File: src/rtl/nps_pkg.sv
// Shared types and constants for the nearest waypoint search block.
package nps_pkg;

   // Table size and derived widths.
   localparam int MAX_POINTS = 256;
   localparam int IDX_W      = $clog2(MAX_POINTS);
   localparam int CFG_W      = 9;
   localparam int COORD_W    = 16;
   localparam int SHIFT      = 6;
   localparam int Q_W        = COORD_W - SHIFT;
   localparam int DIFF_W     = COORD_W + 1;
   localparam int DIST_W     = DIFF_W + 1;
   localparam int SLOT_W     = 8;
   localparam int OUT_IDX_W  = 8;

   // Request kinds.
   localparam logic REQ_LOAD  = 1'b0;
   localparam logic REQ_QUERY = 1'b1;

   // One request as it arrives on the input channel.
   typedef struct packed {
      logic                       req_type;
      logic [SLOT_W-1:0]          slot;
      logic signed [COORD_W-1:0]  coord_x;
      logic signed [COORD_W-1:0]  coord_z;
      logic signed [COORD_W-1:0]  coord_y;
   } req_item_type;

   // One result.
   typedef struct packed {
      logic [OUT_IDX_W-1:0] nearest_index;
      logic                 found;
   } rsp_item_type;

   // One stored waypoint.
   typedef struct packed {
      logic signed [COORD_W-1:0] x;
      logic signed [COORD_W-1:0] z;
      logic signed [COORD_W-1:0] y;
   } point_type;

   // Commands from the controller to the datapath.
   typedef struct packed {
      logic write_point;
      logic start_query;
      logic issue;
   } cmd_type;

   // Status from the datapath to the controller.
   typedef struct packed {
      logic count_zero;
      logic last_issue;
      logic last_cmp;
   } status_type;

endpackage

File: src/rtl/nps_ctrl.sv
// Controller state machine for the nearest waypoint search.
module nps_ctrl (
   input  logic                 clock,
   input  logic                 reset,
   input  logic                 start,
   input  logic                 req_kind,
   input  nps_pkg::status_type  status,
   output nps_pkg::cmd_type     cmd,
   output logic                 busy,
   output logic                 rsp_valid
);
   import nps_pkg::*;

   typedef enum logic [1:0] {
      ST_IDLE,
      ST_SCAN,
      ST_DRAIN,
      ST_REPLY
   } state_type;

   state_type state_ff;
   logic      busy_ff;
   logic      rsp_valid_ff;
   logic      accept;

   // A request is taken whenever the block is not busy.
   assign accept = start && !busy_ff;

   // Command decode.
   always_comb begin
      cmd.write_point = accept && (req_kind == REQ_LOAD);
      cmd.start_query = accept && (req_kind == REQ_QUERY);
      cmd.issue       = (state_ff == ST_SCAN);
   end

   // State and registered outputs.
   always_ff @(posedge clock) begin
      if (reset) begin
         state_ff     <= ST_IDLE;
         busy_ff      <= 1'b0;
         rsp_valid_ff <= 1'b0;
      end else begin
         unique case (state_ff) inside
            ST_IDLE, ST_REPLY: begin
               rsp_valid_ff <= 1'b0;
               state_ff     <= ST_IDLE;
               if (cmd.start_query) begin
                  if (status.count_zero) begin
                     // Nothing to scan: answer at once.
                     state_ff     <= ST_REPLY;
                     rsp_valid_ff <= 1'b1;
                  end else begin
                     state_ff <= ST_SCAN;
                     busy_ff  <= 1'b1;
                  end
               end
            end
            ST_SCAN: begin
               if (status.last_issue) begin
                  state_ff <= ST_DRAIN;
               end
            end
            ST_DRAIN: begin
               // Wait for the last entry to leave the compare stage.
               if (status.last_cmp) begin
                  state_ff     <= ST_REPLY;
                  busy_ff      <= 1'b0;
                  rsp_valid_ff <= 1'b1;
               end
            end
            default: begin
               state_ff <= ST_IDLE;
            end
         endcase
      end
   end

   assign busy      = busy_ff;
   assign rsp_valid = rsp_valid_ff;

endmodule

File: config.mk
export PLATFORM = sky130hd
export DESIGN_NAME = nps_ctrl
export DESIGN_NICKNAME = d
export VERILOG_FILES = /design/src/rtl/nps_pkg.sv /design/src/rtl/nps_ctrl.sv
export SDC_FILE = /design/constraint.sdc
export NUM_CORES = 1
export LEC_CHECK = 0
export BUFFER_PORTS_ARGS = -buffer_cell sky130_fd_sc_hd__buf_4
export CORE_AREA = 5 5 42 44
export DETAILED_ROUTE_END_ITERATION = 7
export DIE_AREA = 0 0 47 49
export PLACE_DENSITY = 0.37
export SLEW_MARGIN = 20
export SYNTH_ARGS = -nofsm -noshare
export SYNTH_HDL_FRONTEND = slang
export SYNTH_SLANG_ARGS = --single-unit
File: constraint.sdc
create_clock -name clock -period 1.3 [get_ports clock]
set_clock_uncertainty 0.1 [all_clocks]
set_input_delay 0.26 -clock clock [delete_from_list [all_inputs] [get_ports clock]]
set_output_delay 0.26 -clock clock [all_outputs]
set_load 0.005 [all_outputs]
### Word-level counts from Yosys, hierarchy flattened

Cells that the tools add are included.

| word-level totals | value |
|---|---|
| register bits after elaboration | 4 |
| input bits | 7 |
| output and inout bits | 5 |

| operators by class | value |
|---|---|
| eq/ne operators | 7 |
| mux-type cells | 13 |
| bitwise operators | 1 |
| reductions and logical operators | 10 |

Operator list:

| cell | number |
|---|---|
| two-way mux 2 bit | 4 |
| inequality test 2 bit (second input constant) | 4 |
| two-way mux 1 bit | 6 |
| case mux 2 bit (3 select lines) | 1 |
| equality test 2 bit (second input constant) | 2 |
| case mux 1 bit (2 select lines) | 2 |
| AND reduction 2 bit | 2 |
| AND reduction 4 bit | 1 |
| logical AND 1 bit | 3 |
| equality test 2 x 1 -> 1 bit (second input constant) | 1 |
| logical NOT 2 bit | 1 |
| nonzero test 2 bit | 1 |
| OR reduction 2 bit | 1 |
| logical NOT 1 bit | 1 |
| inverter 1 bit | 1 |

### Longest topological paths before layout

| logic depth | value |
|---|---|
| depth after elaboration | 5 |
| depth in mapped cells | 5 |
| mapped depth without buffers | 5 |

### Worst setup path after synthesis

No wires, ideal clock.

| timing path | value |
|---|---|
| kind | register to register |
| start point | register state_ff[0] |
| end point | register busy_ff, in the netlist busy |
| arrival time | 1247 ps |
| required time | 1130 ps |
| path slack | -117 ps |
| stages on the path, launching flop included | 6 |
| buffers on the path | 0 |
| period minus slack after synthesis | 1417 ps |
| cells stage by stage | dfxtp_1 -> inv_1 -> ha_1 -> nand2b_1 -> or3b_1 -> a21oi_1 |

| on the way | value |
|---|---|
| word-level cells in the longest chain between the ends | 4 |
| elaborated cells between the ends (all ways) | 10 |

Ends and longest elaborated chain:

| item | line | source |
|---|---|---|
| from (decl) | nps_ctrl.sv:21 | `state_type state_ff;` |
| from (signal assigned) | nps_ctrl.sv:39 | `state_ff <= ST_IDLE;` |
| from (signal assigned) | nps_ctrl.sv:46 | `state_ff <= ST_IDLE;` |
| from (signal assigned) | nps_ctrl.sv:50 | `state_ff <= ST_REPLY;` |
| equality test 2 bit (no source line) / logical NOT 2 bit (equally long branches) | - |  |
| OR reduction 2 bit | nps_ctrl.sv:43 | `unique case (state_ff) inside` |
| inequality test 2 bit (no source line) / nonzero test 2 bit (equally long branches) | - |  |
| AND reduction 4 bit (no source line) | - |  |
| to (signal assigned) | nps_ctrl.sv:40 | `busy_ff <= 1'b0;` |
| to (signal assigned) | nps_ctrl.sv:54 | `busy_ff <= 1'b1;` |
| to (signal assigned) | nps_ctrl.sv:67 | `busy_ff <= 1'b0;` |
| to (decl) | nps_ctrl.sv:22 | `logic busy_ff;` |

Several ways; a longest one is shown, not always the timed one.
A chain may end at the register's enable or synchronous reset.

### Worst setup path after layout

Ends and elaborated chain as after synthesis.

==> key figures <==
Run status
  • Status: finished with violations
  • Failing checks: negative setup slack

Detailed routing
  • Drt first pass iters: 4
  • Post-route ant nets: 0
  • Vias per inst: 4.47
  • Via Count: 277
  • Detailed Route Iter0 Violations: 8
  • DRC: 0
  • Post-DR wirelength/cell: 11.6 µm
  • Final WL: 719 µm

Synthesis
  • Top cell type's share of synthesized area: 0.337
  • Post-Synthesis Cells: 28
  • Yosys warnings: 0
  • Largest family of logic cells by synthesized area: compound AO/OA/AOI/OAI gates
  • Adder-cell share of the synthesized area: 0.105
  • Ranking of synthesized cells by area: dfxtp_1, a21oi_1, ha_1
  • Compound-gate portion of the synthesized area: 0.263
  • Xor and xnor area share after synthesis: 0
  • Synth Area in Simple Gates: 0.216
  • Yosys top cell by area: dfxtp_1
  • Multiplexer share of the synthesized area: 0
  • Yosys reg bits: 4
  • Seq/Total Area, Yosys: 0.337
  • Syn_nets: 37
  • Syn Area/Cell: 8.49 µm²
  • Cell Area, Synth: 238 µm²
  • Library cells used by synthesis: 14

Clocking
  • Num CTS Buffers: 3
  • CTS tree: done
  • # hold bufs at CTS: 0
  • Worst-skew pair later-pin latency: 230 ps
  • CTS max path bufs: 2
  • H-tree depth: 1
  • Clock sink count: 4
  • Root buf cell: clkbuf_4
  • CTS clk-pin slew, worst paths: 40 ps

Cells and area
  • Diode count: 0
  • Final nets: 57
  • Final design area excluding fillers: 463 µm²
  • Area Overhead vs Synth: 94.7%
  • Most common cell after layout, fill and taps aside: buf_4
  • Most frequent cells in the layout: buf_4, a21oi_1, clkbuf_4
  • Layout cell share with drive strength beyond 1: 0.674

Power
  • Power per cell area: 2170 mW/mm²
  • Maximum VDD drop: 0.000657 V
  • Leak Pwr: 0.196 nW

Timing
  • Final TNS setup: -68.5 ps
  • Worst Max-Slew Pin Slew: 209 ps
  • Max Slew Vio Count: 0
  • Peak Freq: 748 MHz
  • Final setup vio count: 2
  • Worst hold margin: 128 ps
  • Setup ws final: -36.0 ps
  • RSZ-0062 raised after global routing: yes
  • Slew HR: 0.860
  • Endpoints failing hold: 0
  • Crit share post-route: 1.03
  • Final period demand of the worst path: 1340 ps

Die
  • Initial Util: 0.170
  • I/O pin count: 12
  • # rows: 14
  • DIE AREA: 0.00230 mm²
  • Chip width: 47 µm
  • Die H: 49 µm
  • Core ar.: 0.00140 mm²

Placed design
  • Pre-CTS WS: -35.0 ps
  • Dpl cell area: 377 µm²
  • Hpwl dp: 539 µm
  • IO buf count: 11
  • RD Place Congestion: 0.718

GRT
  • Vias in the first global route: 288
  • First-pass GRT wire length: 1240 µm
  • Pin count of the biggest net entering global routing: 6
  • Grt total ovfl: 0
  • Initial antenna violation count: 0
  • GRT Total Usage: 0.0753

Setup path
  • Reg2reg end: busy
  • RR Startpoint: state_ff[0]
  • R2r worst-path depth: 5
  • Crit start category: flop
  • WP data arrival: 1400 ps
  • Crit path kind: reg -> reg
  • Crit path required time: 1370 ps
  • Maximum fanout along the worst path: 3
  • Worst setup EP type: flop
  • R2R Setup Slk: -40 ps

Hold path
  • Hold Crit Start: reset
  • Worst hold stages: 2
  • Worst min-delay path category: in -> reg
  • Hold EP: rsp_valid

Flow run
  • Max_cap viols: 0
[worst max-delay path, stage by stage (launching register included)]
cell,delay [ps]
dfxtp_2,330
inv_2,40
ha_4,270
nand2b_4,50
or3b_1,350
a21oi_1,120
[cell families after synthesis]
logic type | Yosys count
AOI/OAI and AO/OA | 10
adders and majority gates | 2
buffers and inverters | 4
DFF | 4
and+or+nand+nor | 8
[repair_timing]
action | in CTS | in global routing
gates resized for setup | 6 | 5
setup endpoints to repair | 6 | 7
pin swaps | 1 | 1
setup buffers | 2 | 0
[how the worst max path moves through the flow]
| stage | from | endpoint | depth (start not counted) |
|---|---|---|---|
| finish | state_ff[0] | busy | 5 |
| global route | state_ff[0] | busy | 5 |
| CTS | state_ff[0] | busy | 5 |
| detailed placement | state_ff[0] | busy | 5 |
| global placement | state_ff[0] | busy | 5 |
| floorplan | state_ff[0] | busy | 5 |
[per-layer routing]
metal,global-route usage,vias to the layer above,wire [µm]
li1,-,140,-
met5,0,-,0
met4,0.0415,0,0
met1,0.0746,129,265
met3,0.0332,0,63
met2,0.124,8,390
[metrics by stage]
step / total power [mW] / cells / utilization
2_1_floorplan: 0.517 / 28 / -
3_3_place_gp: 0.700 / 57 / 0.269
3_5_place_dp: 0.707 / 57 / 0.269
4_1_cts: 0.939 / 62 / 0.313
5_1_grt: 1.09 / 62 / 0.330
6_report: 1.00 / 62 / 0.330
[Yosys cell counts]
| cell | instances |
|---|---|
| a211oi_1 | 1 |
| a21boi_1 | 1 |
| a21oi_1 | 5 |
| a311oi_1 | 2 |
| and3b_1 | 1 |
| buf_4 | 1 |
| dfxtp_1 | 4 |
| ha_1 | 2 |
| inv_1 | 3 |
| nand2_1 | 2 |
| nand2b_1 | 3 |
| nor3b_1 | 1 |
| o21ai_0 | 1 |
| or3b_1 | 1 |
[report_power, final]
| part | switching (mW) | total, mW | internal [mW] |
|---|---|---|---|
| Sequential | 0.0409 | 0.225 | 0.184 |
| Combinational | 0.262 | 0.626 | 0.365 |
| Clock | 0.0483 | 0.151 | 0.103 |
| Total | 0.351 | 1.00 | 0.652 |
[flip-flops by register name (all words and copies together), names as in the netlist]
signal	cells
state_ff	2
busy	1
rsp_valid	1
[area by class of cell]
class	count	area, µm²
inverters	3	11.3
flip-flops and latches	4	85.1
fillers	159	938
clock buffers	3	22.5
repair buffers	16	124
well taps	16	20.0
multi-input cells	20	200
Note: power is estimated with default switching activity, not from simulation.
